### config.mk
export PLATFORM = sky130hd
export DESIGN_NAME = irq_resource_descriptor_parser_core
export DESIGN_NICKNAME = d
export VERILOG_FILES = /design/src/hdl/irpd_pkg.sv /design/src/hdl/irq_resource_descriptor_parser_core.sv /design/src/hdl/irpd_parser.sv /design/src/hdl/irpd_emitter.sv
export SDC_FILE = /design/constraint.sdc
export NUM_CORES = 1
export LEC_CHECK = 0
export ABC_CLOCK_PERIOD_IN_PS = 7730
export BUFFER_PORTS_ARGS = -buffer_cell sky130_fd_sc_hd__buf_2
export CORE_MARGIN = 8
export CORE_UTILIZATION = 60
export CTS_BUF_LIST = sky130_fd_sc_hd__clkbuf_16
export CTS_CLUSTER_SIZE = 30
export DETAILED_ROUTE_END_ITERATION = 8
export PLACE_DENSITY = 0.77
export SKIP_LAST_GASP = 1
export SYNTH_ARGS = -nofsm -noshare
export SYNTH_HDL_FRONTEND = slang
export SYNTH_SLANG_ARGS = --single-unit
### constraint.sdc
create_clock -name clk -period 7.73 [get_ports clk]
set_clock_uncertainty 0.05 [all_clocks]
set_input_delay 0.773 -clock clk [delete_from_list [all_inputs] [get_ports clk]]
set_output_delay 0.773 -clock clk [all_outputs]
set_load 0.03 [all_outputs]
### src/hdl/irpd_pkg.sv
// Shared types and constants for the IRQ resource descriptor parser.
// No dependencies; imported by every module of the block.
package irpd_pkg;

    // Parse phase of the descriptor walk
    typedef enum logic [2:0] {
        PH_HEADER,
        PH_LEN_LO,
        PH_LEN_HI,
        PH_BODY,
        PH_DRAIN
    } irpd_phase_t;

    // Search outcome reported with every result word
    typedef enum logic [1:0] {
        ST_FOUND,
        ST_TERM,
        ST_TRUNC,
        ST_NODATA
    } irpd_status_t;

    // Descriptor type codes
    localparam logic [7:0] TYPE_IRQ     = 8'h04;
    localparam logic [7:0] TYPE_EXT_IRQ = 8'h89;
    localparam logic [7:0] TYPE_END     = 8'h0F;

    // Minimum usable descriptor lengths and body offsets
    localparam int unsigned IRQ_MIN_LEN     = 3;
    localparam int unsigned EXT_MIN_LEN     = 9;
    localparam int unsigned LARGE_HDR_LEN   = 3;
    localparam int unsigned POS_MASK_LO     = 1;
    localparam int unsigned POS_MASK_HI     = 2;
    localparam int unsigned POS_FLAGS       = 3;
    localparam int unsigned POS_COUNT       = 4;
    localparam int unsigned EXT_ENTRY_START = 5;

    // Flag bit positions in the flags byte
    localparam int unsigned IRQ_EDGE_BIT = 0;
    localparam int unsigned IRQ_LOW_BIT  = 3;
    localparam int unsigned EXT_EDGE_BIT = 1;
    localparam int unsigned EXT_LOW_BIT  = 2;

    // Result framing
    localparam int unsigned WORD_W    = 64;
    localparam int unsigned NUM_WORDS = 4;
    localparam int unsigned MASK_MAX  = WORD_W * NUM_WORDS;

    // Field widths
    localparam int unsigned LEN_W = 17;
    localparam int unsigned ACC_W = 32;

    // Start of a result run, from parser to emitter
    typedef struct packed {
        logic         valid;
        irpd_status_t status;
        logic         edge_trig;
        logic         act_low;
    } irpd_launch_t;

endpackage

### src/hdl/irq_resource_descriptor_parser_core.sv
// IRQ resource descriptor parser: top level joining walker and result stage.
// Depends on irpd_pkg, irpd_parser and irpd_emitter.
//
// Usage: template bytes enter on the byte channel (data_byte, end_of_buffer,
// byte_valid/byte_ready), one byte per cycle. The walker follows small and
// large descriptors by length and stops at the first usable IRQ or extended
// IRQ descriptor, a terminator, a truncated descriptor or the buffer end.
// Each ended search gives a run of four result words on the result channel
// (result_valid/result_ready): mask quarters 0..3, status and flags repeated,
// last_word set on the fourth.
// Latency: word 0 is valid the cycle after the byte that ends the search;
// the other words follow one per cycle while result_ready is high.
// Throughput: one byte per cycle while byte_ready is high. Bytes after a
// match are still taken while a run is in the result stage, but a byte that
// may end a new search waits until the last word of the run leaves.
// Reset clears the parse state and drops any run in progress.
// When the receiver stalls, the current word holds and input stalls once
// the parser could end another search.
module irq_resource_descriptor_parser_core #(
    parameter int unsigned MASK_BITS = 256
) (
    input  logic        clk,
    input  logic        rst_n,
    input  logic [7:0]  data_byte,
    input  logic        end_of_buffer,
    input  logic        byte_valid,
    output logic        byte_ready,
    output logic [1:0]  status,
    output logic        edge_triggered,
    output logic        active_low,
    output logic [63:0] mask_word,
    output logic [1:0]  word_index,
    output logic        last_word,
    output logic        result_valid,
    input  logic        result_ready
);
    import irpd_pkg::*;

    irpd_launch_t         launch;
    logic                 draining;
    logic                 run_free;
    logic                 accept;
    logic [MASK_BITS-1:0] mask;

    // Input handshake
    assign byte_ready = run_free || draining;
    assign accept     = byte_valid && byte_ready;

    irpd_parser #(
        .MASK_BITS (MASK_BITS)
    ) u_parser (
        .clk           (clk),
        .rst_n         (rst_n),
        .accept        (accept),
        .data_byte     (data_byte),
        .end_of_buffer (end_of_buffer),
        .launch        (launch),
        .draining      (draining),
        .mask          (mask)
    );

    irpd_emitter #(
        .MASK_BITS (MASK_BITS)
    ) u_emitter (
        .clk            (clk),
        .rst_n          (rst_n),
        .launch         (launch),
        .mask           (mask),
        .result_ready   (result_ready),
        .result_valid   (result_valid),
        .run_free       (run_free),
        .status         (status),
        .edge_triggered (edge_triggered),
        .active_low     (active_low),
        .mask_word      (mask_word),
        .word_index     (word_index),
        .last_word      (last_word)
    );

endmodule

### src/hdl/irpd_parser.sv
// Byte-serial descriptor walker: parse state, interrupt mask and search outcome.
// Depends on irpd_pkg.
module irpd_parser #(
    parameter int unsigned MASK_BITS = 256
) (
    input  logic                  clk,
    input  logic                  rst_n,
    input  logic                  accept,
    input  logic [7:0]            data_byte,
    input  logic                  end_of_buffer,
    output irpd_pkg::irpd_launch_t launch,
    output logic                  draining,
    output logic [MASK_BITS-1:0]  mask
);
    import irpd_pkg::*;

    localparam int unsigned MIDX_W = $clog2(MASK_BITS);

    irpd_phase_t         phase_reg, phase_next;
    logic [7:0]          type_reg, type_next;
    logic [LEN_W-1:0]    len_reg, len_next;
    logic [LEN_W-1:0]    pos_reg, pos_next;
    logic [7:0]          count_reg, count_next;
    logic [ACC_W-1:0]    acc_reg, acc_next;
    logic [MASK_BITS-1:0] mask_reg, mask_next;
    logic [1:0]          flags_reg, flags_next;
    logic                skip_reg, skip_next;

    logic                ended;
    irpd_status_t        status;
    logic [LEN_W-1:0]    idx;
    logic [ACC_W-1:0]    acc_v;

    assign draining = (phase_reg == PH_DRAIN);
    assign mask     = mask_reg;

    // Next state for one accepted byte
    always_comb
    begin
        phase_next = phase_reg;
        type_next  = type_reg;
        len_next   = len_reg;
        pos_next   = pos_reg;
        count_next = count_reg;
        acc_next   = acc_reg;
        mask_next  = mask_reg;
        flags_next = flags_reg;
        skip_next  = skip_reg;
        ended      = 1'b0;
        status     = ST_NODATA;
        idx        = pos_reg - LEN_W'(EXT_ENTRY_START);
        acc_v      = '0;
        launch     = '0;

        if (accept && phase_reg != PH_DRAIN)
        begin
            unique case (phase_reg)
                PH_HEADER:
                begin
                    // new descriptor; the mask only ever holds the current one
                    skip_next  = 1'b0;
                    count_next = '0;
                    acc_next   = '0;
                    flags_next = '0;
                    mask_next  = '0;
                    pos_next   = LEN_W'(1);
                    if (data_byte[7])
                    begin
                        type_next  = data_byte;
                        len_next   = '0;
                        phase_next = PH_LEN_LO;
                    end
                    else
                    begin
                        type_next  = {4'h0, data_byte[6:3]};
                        len_next   = LEN_W'(data_byte[2:0]) + LEN_W'(1);
                        skip_next  = (type_next == TYPE_IRQ) &&
                                     (len_next < LEN_W'(IRQ_MIN_LEN));
                        phase_next = PH_BODY;
                    end
                end
                PH_LEN_LO:
                begin
                    len_next   = LEN_W'(data_byte);
                    pos_next   = LEN_W'(2);
                    phase_next = PH_LEN_HI;
                end
                PH_LEN_HI:
                begin
                    len_next   = LEN_W'({data_byte, len_reg[7:0]}) + LEN_W'(LARGE_HDR_LEN);
                    pos_next   = LEN_W'(LARGE_HDR_LEN);
                    if (type_reg == TYPE_EXT_IRQ && len_next < LEN_W'(EXT_MIN_LEN))
                    begin
                        skip_next = 1'b1;
                    end
                    phase_next = PH_BODY;
                end
                PH_BODY:
                begin
                    pos_next = pos_reg + LEN_W'(1);
                    if (!skip_reg && type_reg == TYPE_IRQ)
                    begin
                        if (pos_reg == LEN_W'(POS_MASK_LO))
                        begin
                            mask_next[7:0] = mask_reg[7:0] | data_byte;
                        end
                        else if (pos_reg == LEN_W'(POS_MASK_HI))
                        begin
                            mask_next[15:8] = mask_reg[15:8] | data_byte;
                        end
                        else if (pos_reg == LEN_W'(POS_FLAGS))
                        begin
                            flags_next = {data_byte[IRQ_LOW_BIT], data_byte[IRQ_EDGE_BIT]};
                        end
                    end
                    else if (!skip_reg && type_reg == TYPE_EXT_IRQ)
                    begin
                        if (pos_reg == LEN_W'(POS_FLAGS))
                        begin
                            flags_next = {data_byte[EXT_LOW_BIT], data_byte[EXT_EDGE_BIT]};
                        end
                        else if (pos_reg == LEN_W'(POS_COUNT))
                        begin
                            count_next = data_byte;
                            // entries must fit inside the descriptor
                            if (LEN_W'(EXT_ENTRY_START) + {7'b0, data_byte, 2'b00} > len_reg)
                            begin
                                skip_next = 1'b1;
                            end
                        end
                        else if (pos_reg >= LEN_W'(EXT_ENTRY_START))
                        begin
                            if (idx[LEN_W-1:2] < (LEN_W-2)'(count_reg))
                            begin
                                acc_v = acc_reg;
                                acc_v[{idx[1:0], 3'b000} +: 8] =
                                    acc_reg[{idx[1:0], 3'b000} +: 8] | data_byte;
                                acc_next = acc_v;
                                if (idx[1:0] == 2'b11)
                                begin
                                    if (acc_v < ACC_W'(MASK_BITS))
                                    begin
                                        mask_next[acc_v[MIDX_W-1:0]] = 1'b1;
                                    end
                                    acc_next = '0;
                                end
                            end
                        end
                    end
                end
                default:
                begin
                    phase_next = phase_reg;
                end
            endcase

            // descriptor complete
            if (phase_next == PH_BODY && pos_next >= len_next)
            begin
                if (!skip_next && (type_next == TYPE_IRQ || type_next == TYPE_EXT_IRQ))
                begin
                    ended  = 1'b1;
                    status = ST_FOUND;
                end
                else if (type_next == TYPE_END)
                begin
                    ended  = 1'b1;
                    status = ST_TERM;
                end
                else
                begin
                    phase_next = PH_HEADER;
                end
            end

            // buffer ran out
            if (!ended && end_of_buffer)
            begin
                ended  = 1'b1;
                status = (phase_next == PH_HEADER) ? ST_NODATA : ST_TRUNC;
            end

            if (ended)
            begin
                launch.valid     = 1'b1;
                launch.status    = status;
                launch.edge_trig = (status == ST_FOUND) ? flags_next[0] : 1'b0;
                launch.act_low   = (status == ST_FOUND) ? flags_next[1] : 1'b0;
                phase_next       = PH_DRAIN;
            end
        end

        // end of buffer returns to the header phase; mask is kept for the emitter
        if (accept && end_of_buffer && (ended || phase_reg == PH_DRAIN))
        begin
            phase_next = PH_HEADER;
            type_next  = '0;
            len_next   = '0;
            pos_next   = '0;
            count_next = '0;
            acc_next   = '0;
            flags_next = '0;
            skip_next  = 1'b0;
        end
    end

    // Parse state registers
    always_ff @(posedge clk or negedge rst_n)
    begin
        if (!rst_n)
        begin
            phase_reg <= PH_HEADER;
            type_reg  <= '0;
            len_reg   <= '0;
            pos_reg   <= '0;
            count_reg <= '0;
            acc_reg   <= '0;
            mask_reg  <= '0;
            flags_reg <= '0;
            skip_reg  <= 1'b0;
        end
        else
        begin
            phase_reg <= phase_next;
            type_reg  <= type_next;
            len_reg   <= len_next;
            pos_reg   <= pos_next;
            count_reg <= count_next;
            acc_reg   <= acc_next;
            mask_reg  <= mask_next;
            flags_reg <= flags_next;
            skip_reg  <= skip_next;
        end
    end

endmodule

### src/hdl/irpd_emitter.sv
// Result stage: sends the four mask words of a finished search.
// Depends on irpd_pkg.
module irpd_emitter #(
    parameter int unsigned MASK_BITS = 256
) (
    input  logic                   clk,
    input  logic                   rst_n,
    input  irpd_pkg::irpd_launch_t launch,
    input  logic [MASK_BITS-1:0]   mask,
    input  logic                   result_ready,
    output logic                   result_valid,
    output logic                   run_free,
    output logic [1:0]             status,
    output logic                   edge_triggered,
    output logic                   active_low,
    output logic [63:0]            mask_word,
    output logic [1:0]             word_index,
    output logic                   last_word
);
    import irpd_pkg::*;

    logic                busy_reg, busy_next;
    logic [1:0]          idx_reg, idx_next;
    irpd_status_t        status_reg, status_next;
    logic                edge_reg, edge_next;
    logic                low_reg, low_next;
    logic                fire;
    logic [MASK_MAX-1:0] mask_pad;

    assign fire      = busy_reg && result_ready;
    assign last_word = (idx_reg == 2'(NUM_WORDS - 1));
    assign run_free  = !busy_reg || (fire && last_word);

    // Output word selection
    assign mask_pad       = MASK_MAX'(mask);
    assign result_valid   = busy_reg;
    assign status         = status_reg;
    assign edge_triggered = edge_reg;
    assign active_low     = low_reg;
    assign word_index     = idx_reg;
    assign mask_word      = (status_reg == ST_FOUND) ?
                            mask_pad[{idx_reg, 6'b000000} +: WORD_W] : '0;

    // Run control
    always_comb
    begin
        busy_next   = busy_reg;
        idx_next    = idx_reg;
        status_next = status_reg;
        edge_next   = edge_reg;
        low_next    = low_reg;
        if (launch.valid)
        begin
            busy_next   = 1'b1;
            idx_next    = '0;
            status_next = launch.status;
            edge_next   = launch.edge_trig;
            low_next    = launch.act_low;
        end
        else if (fire)
        begin
            idx_next = idx_reg + 2'd1;
            if (last_word)
            begin
                busy_next = 1'b0;
            end
        end
    end

    always_ff @(posedge clk or negedge rst_n)
    begin
        if (!rst_n)
        begin
            busy_reg <= 1'b0;
            idx_reg  <= '0;
        end
        else
        begin
            busy_reg <= busy_next;
            idx_reg  <= idx_next;
        end
    end

    // Result payload
    always_ff @(posedge clk)
    begin
        status_reg <= status_next;
        edge_reg   <= edge_next;
        low_reg    <= low_next;
    end

endmodule

==> run summary, run 1 <==
Sequential cells were found to cover 46.48% of the synthesized design area. Of the available clock period, the critical path in the final layout requires 62.84%. The design draws 6.051 mW. The signal on the critical path passes through inv_1, ha_1, nand3b_1, nor3_1, and3_1, xor2_1, a22oi_1, ha_1, and4_1, nand4_1, a311o_1, a211oi_1, nor2_1, a211oi_2. Summed over all nets, the switching power comes to 2.417 mW. The final estimated routing congestion in global placement is 0.9266. The minimum clock period after layout is 4.857 ns. The sequential group share of total power came out at 35.6%.

The min-delay analysis places its worst path in the category input port to async pin. The floorplan die height is 193.7 um. The clock passes through at most 3 buffers. The total grt overflow is 0. The count of final max-slew check failures came to 0. The post-DP HPWL came out at 33540 um. The setup slack on the worst flop-to-flop path is 2.87 ns. The first-pass GRT wire length is 84730 um. The total detailed-routing wirelength is 51510 um.

The slew at the pin closest to its max-slew limit is 1.179 ns. The relative slew slack is 20.18%. The summed instance area of the synthesized netlist came out at 18940 um^2. The area growth from synthesis to layout came out at 8.752%.

The number of global-route vias before repair came out at 15795. The post-detailed-route DRC marker count came out at 0. The number of enable flip-flop cells after synthesis came out at 4. The core occupancy in the finished layout came out at 65.79%. Dividing the detail-routed wire length by the instance count gives 21.22 um. The repair_antennas step left the layout with diodes totalling 0. The type of the worst setup path is flop to flop.

The clock transition at the register clock pins on the worst setup and hold paths after CTS came out at 0.06 ns. Clock latency on the worst-skew pair, taken at its later pin, is 0.53 ns. The number of vias per cell is 6.434. The CTS buffer count is 38. The number of DRC markers after the initial detailed-route iteration is 1550. The count of input and output buffers came out at 85.

The data arrival time of the worst path is 4.97 ns. Timing would allow up to 205.9 MHz. Broken down by cell family, the worst path's largest delay share belongs to simple AND/OR/NAND/NOR gates. Synthesis handed over a netlist of 2014 instances. The number of gates resized after CTS was 0. The clock sink count is 351. The number of antenna violations at the first check in global routing is 0. Once layout is done, the placed cells without fillers occupy 20600 um^2.

The net count after synthesis is 2070. The synthesized area divided by synthesized cell count came out at 9.405 um^2. The total leakage power came out at 8.906 nW. In the synthesized netlist the dominant register cell turns out to be sky130_fd_sc_hd__dfrtp_1. The number of buffers and inverters on the critical path came out at 1. The initial standard-cell utilization of the core came out at 60.50%. The count of endpoints failing hold in the final timing report is 0. The count of unique library cells instantiated by Yosys came out at 78. The maximum level of the CTS H-tree came out at 2. The internal portion of the total power is 3.634 mW.

Summing all placed instances gives a cell area of 19430 um^2. The number of hold buffers added after CTS was 0. The worst ir drop on vdd came out at 0.2292 mV.

The number of cells traversed by the worst register-to-register path is 14. The endpoint of the most critical register-to-register path is u_emitter.edge_triggered. The number of filler cells placed in the layout came out at 2489. The longest individual stage delay on the worst path is 0.58 ns.

Entering global routing, the biggest net connects 133 pins. The all-layer global routing usage came out at 27.43%. The combinational share of power came out at 35.7%. The cell repeated most along the worst path is sky130_fd_sc_hd__ha_1. TritonCTS built the clock tree. The slowest stage of the critical path is the sky130_fd_sc_hd__a211oi_1 cell. The root buffer cell is sky130_fd_sc_hd__clkbuf_16. The flow ran to the end, and the final reports show no timing, DRC or antenna violations.

The proportion of layout cells with a drive suffix above 1 is 15.26%. The part of the total power dissipated in the clock network came out at 28.6%. During synthesis, Yosys emitted a total of 0 warnings. The reg-to-reg critical path startpoint is u_parser.len_reg[0]. The core area is 31310 um^2.

The ratio of total power to cell area came out at 293.7 nW/um^2. The number of vias after detailed routing is 15615. The count of max-cap constraint violations is 0. The endpoint required time on the critical path is 7.84 ns. Of the total power, the share spent switching nets is 39.94%. Setup repair after global routing left no endpoint under its margin. The kind of start point of the critical path is a flop. The placed instance count is 2364. The final non-filler cell total came out at 2427. The total negative slack for setup checks came out at 0 ns.

The number of flip-flops under the largest register name came out at 256. The worst setup path is captured at a flop. The die width is 193.7 um. The count of TritonRoute iterations in the first routing pass is 5.

The number of routed nets with antenna violations came out at 0. After the last flow step, the layout net total stands at 2058. Setup violations remaining at the end of the flow were counted as 0.

The top-level port count is 86. The number of storage elements in the synthesis netlist is 351. The buffer count from post-CTS setup fixing came out at 0.

The async set-or-reset flop fraction in the synthesized netlist came out at 98.86%. The die footprint came out at 37510 um^2. The floorplan has 65 rows. Along the worst path, the maximum fanout reaches 13.
cells by family (layout without fill, tap and decap cells):
family          Yosys count  after routing  share of synthesized area (%)
buf+inv                 189            200                          4.122
compound gates          542            542                          18.05
xor+xnor                 33             33                          1.526
mux                      74             74                          8.145
flops                   351            351                          46.48
simple gates            782            782                          18.84
fa+ha+maj                43             43                          2.840
cell usage in the layout, fill, tap and decap left out, types with 11 or more instances in the layout:
cell,n
sky130_fd_sc_hd__a22oi_1,14
sky130_fd_sc_hd__o31ai_1,30
sky130_fd_sc_hd__mux4_2,64
sky130_fd_sc_hd__dfrtp_1,345
sky130_fd_sc_hd__buf_2,84
sky130_fd_sc_hd__a32o_1,17
sky130_fd_sc_hd__o21ai_2,60
sky130_fd_sc_hd__a21oi_1,106
sky130_fd_sc_hd__nand4_1,15
sky130_fd_sc_hd__nor2b_1,74
sky130_fd_sc_hd__o21ai_1,12
sky130_fd_sc_hd__or4_1,20
sky130_fd_sc_hd__a211oi_1,22
sky130_fd_sc_hd__nand3_1,33
sky130_fd_sc_hd__nor4_1,11
sky130_fd_sc_hd__o21ai_0,208
sky130_fd_sc_hd__clkbuf_16,39
sky130_fd_sc_hd__nor2_1,130
sky130_fd_sc_hd__nand2_1,412
sky130_fd_sc_hd__ha_1,43
sky130_fd_sc_hd__inv_1,44
sky130_fd_sc_hd__xor2_1,20
sky130_fd_sc_hd__buf_4,21
sky130_fd_sc_hd__xnor2_1,13
sky130_fd_sc_hd__nor3_1,24
how the worst max path moves through the flow:
stage / start / slack, ns / to / depth (start not counted)
floorplan: u_parser.len_reg[0] / 3.64 / u_emitter.active_low / 16
global placement: data_byte[1] / 2.84 / u_emitter.status[1] / 14
detailed placement: data_byte[1] / 2.69 / u_emitter.edge_triggered / 14
CTS: u_parser.len_reg[0] / 2.96 / u_emitter.status[1] / 14
global route: u_parser.phase_reg[0] / 2.53 / u_emitter.edge_triggered / 12
finish: u_parser.len_reg[0] / 2.87 / u_emitter.edge_triggered / 14
per-layer routing:
| metal | track usage, % | share of wire [%] | vias to the layer above |
|---|---|---|---|
| met5 | 0 | 0 | - |
| met3 | 4.564 | 7.5 | 120 |
| met4 | 9.236 | 2.8 | 0 |
| met1 | 36.67 | 42 | 7742 |
| li1 | - | - | 7111 |
| met2 | 45.18 | 48 | 642 |
synth_stat cells (13+ instances only):
cell	number	area (um^2)
sky130_fd_sc_hd__a211oi_1	23	172.7
sky130_fd_sc_hd__a21oi_1	108	540.5
sky130_fd_sc_hd__a22oi_1	14	105.1
sky130_fd_sc_hd__a32o_1	17	170.2
sky130_fd_sc_hd__buf_1	13	48.80
sky130_fd_sc_hd__clkbuf_1	126	473.0
sky130_fd_sc_hd__dfrtp_1	347	8683
sky130_fd_sc_hd__ha_1	43	538.0
sky130_fd_sc_hd__inv_1	30	112.6
sky130_fd_sc_hd__mux4_2	64	1441
sky130_fd_sc_hd__nand2_1	412	1546
sky130_fd_sc_hd__nand3_1	34	170.2
sky130_fd_sc_hd__nand4_1	15	93.84
sky130_fd_sc_hd__nor2_1	130	488.0
sky130_fd_sc_hd__nor2b_1	74	462.9
sky130_fd_sc_hd__nor3_1	24	120.1
sky130_fd_sc_hd__o21ai_0	208	1041
sky130_fd_sc_hd__o21ai_2	60	525.5
sky130_fd_sc_hd__o31ai_1	30	225.2
sky130_fd_sc_hd__or4_1	20	150.1
sky130_fd_sc_hd__xnor2_1	13	113.9
sky130_fd_sc_hd__xor2_1	20	175.2
area by class of cell:
cell class,count,area (um^2),area share (%)
Clock buffer,39,975.9,4.738
Clock inverter,24,195.2,0.9475
Inverter,30,112.6,0.5466
Multi-Input combinational cell,1474,9392,45.59
Sequential cell,351,8808,42.76
Tap cell,402,503.0,2.442
Timing Repair Buffer,107,613.1,2.976
stage by stage:
| stage | setup WS, ns | hold WS [ns] |
|---|---|---|
| 2_1_floorplan | 3.638 | 0.3946 |
| 3_3_place_gp | 2.840 | 0.4047 |
| 3_5_place_dp | 2.694 | 0.4146 |
| 4_1_cts | 2.961 | 0.2255 |
| 5_1_grt | 2.535 | 0.2493 |
| 6_report | 2.873 | 0.2096 |
power groups by stage:
stage | clock (mW) | sequential [mW] | combinational, mW
2_1_floorplan | 0 | 2.06 | 1.66
3_3_place_gp | 0 | 2.18 | 2.10
3_5_place_dp | 0 | 2.19 | 2.12
4_1_cts | 1.76 | 2.15 | 2.13
5_1_grt | 1.83 | 2.18 | 2.35
6_report | 1.73 | 2.16 | 2.16
No activity file was read; power rests on OpenSTA's default activity.
==> run 2, diff against run 1 <==
ABC_AREA = 1   (was default)
ABC_CLOCK_PERIOD_IN_PS = 3950   (was 7730)
CORE_UTILIZATION = 57   (was 60)
PLACE_DENSITY = 0.76   (was 0.77)
clock period = 3.95 ns   (was 7.73 ns; I/O delays follow)
==> run 2 against run 1 <==
Utilization is 2.6 points lower. Final cell count up 55%. Clock power up 130%. Synthesized cell count grew 59%. Clock-buffer cell count rose by 6. Register-to-register slack worse by 2.7 ns. Via count is 42% higher. Hold slack lost 0.12 ns. Largest cell class unchanged. Highest routed layer unchanged.
==> run summary, run 2 <==
The flow ran to the end, and the final reports show no timing, DRC or antenna violations. The count of endpoints failing hold in the final timing report came to 0 (unchanged). The all-layer global routing usage is 29.62% (+2.2 points). The number of warning messages in the yosys log was 0 (unchanged). The clock sink count came out at 351 (unchanged). The top-level port count came out at 86 (unchanged).

The layer flagged by global routing as most heavily used is met2. The number of buffers on the longest clock path is 3 (unchanged). The most used standard cell by instance count after synthesis is sky130_fd_sc_hd__nand2_1.

The floorplan row count came out at 73 (+12%). The number of filler cells placed in the layout is 3399 (+37%). The maximum level of the CTS H-tree came out at 2 (unchanged). The core occupancy in the finished layout came out at 63.21% (-2.6 points).

The wire length per cell after detailed routing is 18.84 um (-11%). The post-detailed-placement cell area came out at 23300 um^2 (+20%). The slew at the pin closest to its max-slew limit is 1.119 ns (-0.05989 ns). The floorplan die height is 214.9 um (+11%). The TritonCTS clock tree is done.

The worst ir drop on vdd came out at 0.3186 mV (+39%). The count of TritonRoute iterations in the first routing pass was 6 (+1). The path class of the tightest hold or removal check is input port to flop.

The async set-or-reset flop fraction in the synthesized netlist is 98.86% (unchanged). The synthesized area divided by synthesized cell count came out at 7.037 um^2 (-25%). The total leakage power is 10.92 nW (+23%). The number of enable flip-flop cells after synthesis came out at 4 (unchanged). Among all flip-flop cells after synthesis, the most frequent one is sky130_fd_sc_hd__dfrtp_1. The minimum clock period after layout came out at 3.751 ns (-1.107 ns). The commonest cells after synthesis are sky130_fd_sc_hd__nand2_1, sky130_fd_sc_hd__a21oi_1, sky130_fd_sc_hd__dfrtp_1. The post-synthesis instance total came to 3205 (+59%). The area share of the largest cell type after synthesis was 38.50% (-7.3 points). The ratio of total power to cell area is 543.9 nW/um^2 (+85%).

The maximum number of pins on one net before global-route repair is 151 (+14%). The first-pass GRT wire length came to 112900 um (+33%). The critical path endpoint category is a flop. The net count after synthesis came out at 3261 (+58%). The met2 layer usage reported by global route was 48.07% (+2.9 points). The met1 track demand over resource in global routing was 37.54% (+0.88 points). The largest fanout on the critical path is 75 (+62).

The number of vias after detailed routing is 22184 (+42%). The number of global-route vias before repair is 21513 (+36%). The number of vias per cell is 5.895 (-8.4%).

The summed instance area of the synthesized netlist is 22550 um^2 (+19%). The maximum clock frequency is 266.6 MHz (+30%). The number of cells traversed by the worst register-to-register path came to 20 (+6). The proportion of layout cells with a drive suffix above 1 came to 10.50% (-4.8 points). The count of input and output buffers came to 85 (unchanged). The root buffer cell chosen for the clock tree is sky130_fd_sc_hd__clkbuf_16.

The initial standard-cell utilization of the core is 57.29% (-3.2 points). The number of flip-flops under the largest register name is 256 (unchanged). The CTS buffer count is 43 (+13%).

The cell taking the most area after synthesis is sky130_fd_sc_hd__dfrtp_1. The global-route track usage on met3 came out at 4.691% (+0.13 points). In the layout the commonest cells are sky130_fd_sc_hd__nand2_1, sky130_fd_sc_hd__a21oi_1, sky130_fd_sc_hd__dfrtp_1. The data arrival time of the worst path is 4.15 ns (-0.82 ns).

The number of storage elements in the synthesis netlist came to 351 (unchanged). The die footprint was 46190 um^2 (+23%). The total grt overflow was 0 (unchanged). The critical path in this run is classified as flop to flop.

The total negative slack for setup checks came to 0 ns (unchanged). The post-detailed-route DRC marker count is 0 (unchanged). The worst hold path passes through 4 cells. The count of max-cap constraint violations is 0 (unchanged).

The number of nets in the layout came out at 3261 (+58%). The area growth from synthesis to layout is 10.33%. The post-DP HPWL was 44920 um (+34%). The part of the Yosys area used for sequential elements came out at 39.03% (-7.4 points). The number of routed nets with antenna violations is 0 (unchanged). The kind of start point of the critical path is a flop. The clock transition at the register clock pins on the worst setup and hold paths after CTS came out at 0.06 ns (about the same).

The endpoint required time on the critical path came out at 4.35 ns (-3.49 ns). The count of unique library cells instantiated by Yosys is 51 (-35%). The final total power is 13.53 mW (+120%).

The count of final max-slew check failures came out at 0 (unchanged). The clock insertion delay at the later pin of the skew report came to 0.58 ns (+0.05 ns). The total non-filler cell area in the finished layout came out at 24880 um^2 (+21%). The post-layout worst setup margin is 0.1994 ns (-2.673 ns).

Ranked by total cell area, the synthesized netlist is headed by sky130_fd_sc_hd__dfrtp_1, sky130_fd_sc_hd__nand2_1, sky130_fd_sc_hd__a21oi_1, sky130_fd_sc_hd__o21ai_0, sky130_fd_sc_hd__inv_1. The number of DRC markers after the initial detailed-route iteration came out at 2096 (+35%). The final estimated routing congestion in global placement is 0.9172 (-1.0%). The die width is 214.9 um (+11%).

The count of inserted antenna diode cells was 0 (unchanged). Leaving out fill and tap cells, the most frequent cell in the layout is sky130_fd_sc_hd__nand2_1. The relative slew slack came out at 25.41% (+5.2 points). The number of antenna violations at the first check in global routing came to 0 (unchanged). The worst setup slack before clock tree synthesis came out at 0.007678 ns (-2.687 ns). The final setup violation count is 0 (unchanged). The part of the cycle the worst path needs is 94.95% (+32 points). The core area came out at 39370 um^2 (+26%). The total detailed-routing wirelength was 70880 um (+38%).
## run 2: cell count changes after synthesis, sizes merged, moves of 74 or more
cell   before  now
nor2b      74    0
or2        11  115
inv        30  316
a21oi     109  353
nand2     412  879
o21ai     280  503
## run 2: worst max-delay path: stages, from the launching register on
cell	delay, ns
sky130_fd_sc_hd__dfrtp_1	0.38
sky130_fd_sc_hd__buf_4	0.15
sky130_fd_sc_hd__inv_2	0.12
sky130_fd_sc_hd__ha_1	0.25
sky130_fd_sc_hd__inv_1	0.09
sky130_fd_sc_hd__nand2_1	0.08
sky130_fd_sc_hd__nand2_1	0.11
sky130_fd_sc_hd__nor2_1	0.17
sky130_fd_sc_hd__xor2_1	0.17
sky130_fd_sc_hd__ha_1	0.26
sky130_fd_sc_hd__a21oi_1	0.15
sky130_fd_sc_hd__o21a_1	0.12
sky130_fd_sc_hd__o21ai_0	0.07
sky130_fd_sc_hd__nand3_1	0.07
sky130_fd_sc_hd__nand4_1	0.25
sky130_fd_sc_hd__a21boi_2	0.30
sky130_fd_sc_hd__nand3_4	0.13
sky130_fd_sc_hd__buf_12	0.17
sky130_fd_sc_hd__clkbuf_16	0.27
sky130_fd_sc_hd__nand2_1	0.11
sky130_fd_sc_hd__o21ai_0	0.08
## run 2: timing repair
item / 4_1_cts / 5_1_grt
pin swaps: 0 / 15
endpoints found under the setup margin: 4 / 188
endpoints found under the hold margin: 111 / 0
resized for setup: 1 / 17
gates cloned: 0 / 1
buffers inserted: 0 / 6
hold buffers: 1 / 0
## run 2: path summary, 6_finish.rpt
path | end | slack, ns | start
setup reg to reg | u_parser.mask[140] | 0.20 | u_parser.pos_reg[0]
hold / removal | u_emitter.result_valid | 0.08 | result_ready
max in group asynchronous | u_parser.mask[60] | 2.24 | rst_n
min in group asynchronous | u_parser.mask[21] | 0.45 | rst_n
setup / recovery | u_parser.mask[140] | 0.20 | u_parser.pos_reg[0]
hold reg to reg | u_parser.mask[129] | 0.44 | u_parser.mask[129]
## run 2: final cells by class
cell class | count | area (um^2) | share of cell area, %
multi-input combinational | 2322 | 11580 | 46.54
timing repair buffer | 164 | 1206 | 4.847
clock buffer | 45 | 1126 | 4.526
tap | 525 | 656.9 | 2.640
inverter | 323 | 1216 | 4.888
clock inverter | 33 | 289.0 | 1.162
sequential | 351 | 8808 | 35.40
## run 2: power by group
part           leakage (nW)  internal [mW]  total, mW  switching, mW
Clock                 0.722           2.38       4.02           1.63
Sequential             4.86           3.77       3.93          0.165
Combinational          5.34           1.50       5.58           4.08
## run 2: cell families (layout without fill, tap and decap cells)
kind of cell | Yosys count | after routing | share of synthesized area, %
compound gates | 957 | 957 | 22.29
simple gates | 1302 | 1302 | 25.54
buf+inv | 532 | 565 | 9.975
flops | 351 | 351 | 39.03
xor+xnor | 20 | 20 | 0.7767
fa+ha+maj | 43 | 43 | 2.386
## run 2: metal layers
| layer | up-vias | part of all wire, % | wire, um |
|---|---|---|---|
| met3 | 197 | 8.0 | 5673 |
| met1 | 10488 | 41 | 28780 |
| li1 | 10531 | - | - |
| met5 | - | 0 | 0 |
| met4 | 0 | 5.0 | 3552 |
| met2 | 968 | 46 | 32880 |
## run 2: metrics by stage
| stage | instances | hold slack [ns] |
|---|---|---|
| 2_1_floorplan | 3205 | 0.04941 |
| 3_5_place_dp | 3677 | 0.4235 |
| 6_report | 3763 | 0.08468 |
| 3_3_place_gp | 3677 | 0.4155 |
| 5_1_grt | 3763 | 0.09706 |
| 4_1_cts | 3756 | 0.05985 |
==> run 3, diff against run 2 <==
ABC_AREA = default   (was 1)
CELL_PAD_IN_SITES_DETAIL_PLACEMENT = 0   (was default)
CELL_PAD_IN_SITES_GLOBAL_PLACEMENT = 1   (was default)
CORE_UTILIZATION = 44   (was 57)
==> run 3 against run 2 <==
Global-route usage down 6.5 points. Cell area shrank 10%. Worst setup slack worse by 0.088 ns. Sequential share of layout area up 4.1 points. First-iteration DRC count is 34% lower. Utilization decreased by 11 points. Hold slack got worse by 0.014 ns. Largest cell class unchanged.
==> run summary, run 3 (synthesis results as in run 1) <==
The number of vias per cell was 5.839 (-0.96%). The floorplan die height is 223.5 um (+4.0%). The number of stages on the worst hold path is 3 (-1).

The part of the cycle the worst path needs is 97.19% (+2.2 points). The count of endpoints failing hold in the final timing report came out at 0 (unchanged). The number of flip-flops under the largest register name came out at 256 (unchanged). The initial standard-cell utilization of the core is 44.27% (-13 points). The final total power is 13.16 mW (-2.8%).

The post-detailed-route DRC marker count came out at 0 (unchanged). The all-layer global routing usage is 23.15% (-6.5 points). The wire length per cell after detailed routing is 21.34 um (+13%). The library cell used most frequently in the layout, excluding fill and tap cells, is sky130_fd_sc_hd__nand2_1.

The top-level port count came out at 86 (unchanged). The count of inserted antenna diode cells is 0 (unchanged). The longest individual stage delay on the worst path is 0.37 ns (about the same).

The count of max-cap constraint violations came to 0 (unchanged). The ratio of total power to cell area is 589.2 nW/um^2 (+8.3%). The area occupied by registers was 8811 um^2 (about the same). The number of vias after detailed routing came out at 15910 (-28%).

The maximum level of the CTS H-tree is 2 (unchanged). The post-detailed-placement cell area is 20760 um^2 (-11%). The count of input and output buffers was 85 (unchanged). The die footprint was 49950 um^2 (+8.1%). The number of antenna violations at the first check in global routing came out at 0 (unchanged). STA classifies the critical path startpoint as a flop. The setup path with the least slack is of type flop to flop. The TritonCTS clock tree is done. The final setup violation count is 0 (unchanged).

The total detailed-routing wirelength came to 58150 um (-18%). The die width came out at 223.5 um (+4.0%). The worst setup slack before clock tree synthesis is -0.1785 ns (-0.1861 ns). The data arrival time of the worst path is 4.08 ns (-0.07 ns). The final estimated routing congestion in global placement is 0.9306 (+1.5%).

The worst ir drop on vdd is 0.4031 mV (+27%). The endpoint required time on the critical path came to 4.19 ns (-0.16 ns). In the layout the commonest cells are sky130_fd_sc_hd__nand2_1, sky130_fd_sc_hd__dfrtp_1, sky130_fd_sc_hd__o21ai_0. The number of buffers on the longest clock path is 3 (unchanged). The clock insertion delay at the later pin of the skew report came out at 0.57 ns (about the same). Setup repair after global routing could not meet its margin everywhere. Walking the worst path, the cells encountered are inv_2, ha_4, nand3b_1, nor3_4, and3_1, xor2_1, a22oi_1, ha_1, and4_2, nand4_1, nor3_2, a2111oi_4, buf_4, a211oi_4, nor2_2, a211oi_4, buf_4.

The total leakage power came out at 9.771 nW (-11%). The number of global-route vias before repair is 15848 (-26%). The relative slew slack is 12.30% (-13 points). The number of filler cells placed in the layout came to 3928 (+16%). The worst hold path class is input port to flop. The largest fanout on the critical path came out at 4 (-95%). The final non-filler cell total came out at 2725 (-28%). The number of nets in the layout came out at 2203 (-32%). The proportion of layout cells with a drive suffix above 1 was 22.03% (+12 points).

The flow ran to the end, and the final reports show no timing, DRC or antenna violations. The total non-filler cell area in the finished layout came to 22330 um^2 (-10%). The number of routed nets with antenna violations came out at 0 (unchanged). The post-layout worst setup margin is 0.1112 ns (-0.08824 ns). The tree is rooted in a sky130_fd_sc_hd__clkbuf_16. The multi-input gate area in the final layout was 9532 um^2 (-18%). The number of DRC markers after the initial detailed-route iteration came to 1374 (-34%). The count of final max-slew check failures came to 0 (unchanged). The CTS buffer count is 41 (-4.7%). The worst-case hold slack was 0.07108 ns (-0.01360 ns).

The maximum clock frequency came out at 260.5 MHz (-2.3%). The area growth from synthesis to layout came out at 17.89%. The minimum clock period after layout is 3.839 ns (+0.08824 ns). The count of TritonRoute iterations in the first routing pass came to 5 (-1). The largest individual stage delay along the critical path comes from the cell sky130_fd_sc_hd__dfrtp_1. The clock sink count came to 351 (unchanged). The maximum number of pins on one net before global-route repair was 110 (-27%). The core area came out at 42790 um^2 (+8.7%). The total grt overflow came to 0 (unchanged). The slew at the pin closest to its max-slew limit came to 1.295 ns (+0.1763 ns). The clock transition at the register clock pins on the worst setup and hold paths after CTS came to 0.06 ns (about the same).

The critical path endpoint category is a flop. The floorplan row count came to 76 (+4.1%). The post-DP HPWL came out at 38870 um (-13%). The placed instance count is 2638 (-28%).

The number of cells traversed by the worst register-to-register path came to 17 (-15%). The first-pass GRT wire length is 92230 um (-18%).
[run 3: changes by cell type in the layout (fill, tap and decap cells not counted), moves of 78 or more]
cell	change
sky130_fd_sc_hd__o21ai_1	-184
sky130_fd_sc_hd__or2_0	-78
sky130_fd_sc_hd__inv_1	-273
sky130_fd_sc_hd__buf_4	+80
sky130_fd_sc_hd__nand2_1	-456
sky130_fd_sc_hd__o21ai_0	-94
sky130_fd_sc_hd__a21oi_1	-251
[run 3: area by class of cell]
cell class                 instances  share of cell area, %
sequential                       351                  39.46
timing repair buffer             249                  8.511
tap                              546                  3.059
inverter                          30                 0.5043
clock inverter                    33                  1.081
clock buffer                      42                  4.706
multi-input combinational       1474                  42.68
[run 3: worst max-delay path, delay by kind of cell, from the launching register on]
kind | cells | cell delay [ns]
simple gates | 7 | 1.44
compound gates | 4 | 0.64
fa+ha+maj | 2 | 0.46
buf+inv | 3 | 0.41
flops | 1 | 0.37
xor+xnor | 1 | 0.17
[run 3: where the power goes]
part	total, mW	internal [mW]	switching (mW)
Sequential	4.06	3.81	0.241
Combinational	5.43	1.98	3.45
Clock	3.67	2.13	1.55
Total	13.2	7.92	5.24
[run 3: final timing paths]
check / end / from / slack (ns)
min in group asynchronous: u_parser.mask[58] / rst_n / 0.45
max in group asynchronous: u_parser.mask[149] / rst_n / 2.47
worst min register to register: u_parser.mask[46] / u_parser.mask[46] / 0.42
worst max register to register: u_emitter.edge_triggered / u_parser.len_reg[1] / 0.11
worst max-delay path: u_emitter.edge_triggered / u_parser.len_reg[1] / 0.11
worst min-delay path: u_emitter.word_index[1] / result_ready / 0.07
[run 3: stage by stage]
stage	TNS, ns	utilization, %
floorplan	0	-
global placement	-0.8909	48.51
detailed placement	-1.138	48.51
CTS	0	51.61
global route	-0.2771	52.19
finish	0	52.19
[run 3: what timing repair did]
item / in CTS / in global routing
pin swaps: 2 / 18
resized for setup: 4 / 28
endpoints found under the hold margin: 104 / 0
hold buffers: 1 / 0
setup endpoints to repair: 12 / 100
gates cloned: 0 / 3
buffers inserted: 1 / 7
[run 3: layer usage]
metal / global-route usage, % / up-vias / share of wire, %
met5: 0 / - / 0
met4: 5.714 / 0 / 2.0
met3: 3.638 / 77 / 5.4
met2: 37.42 / 453 / 47
met1: 32.33 / 7981 / 46
li1: - / 7399 / -
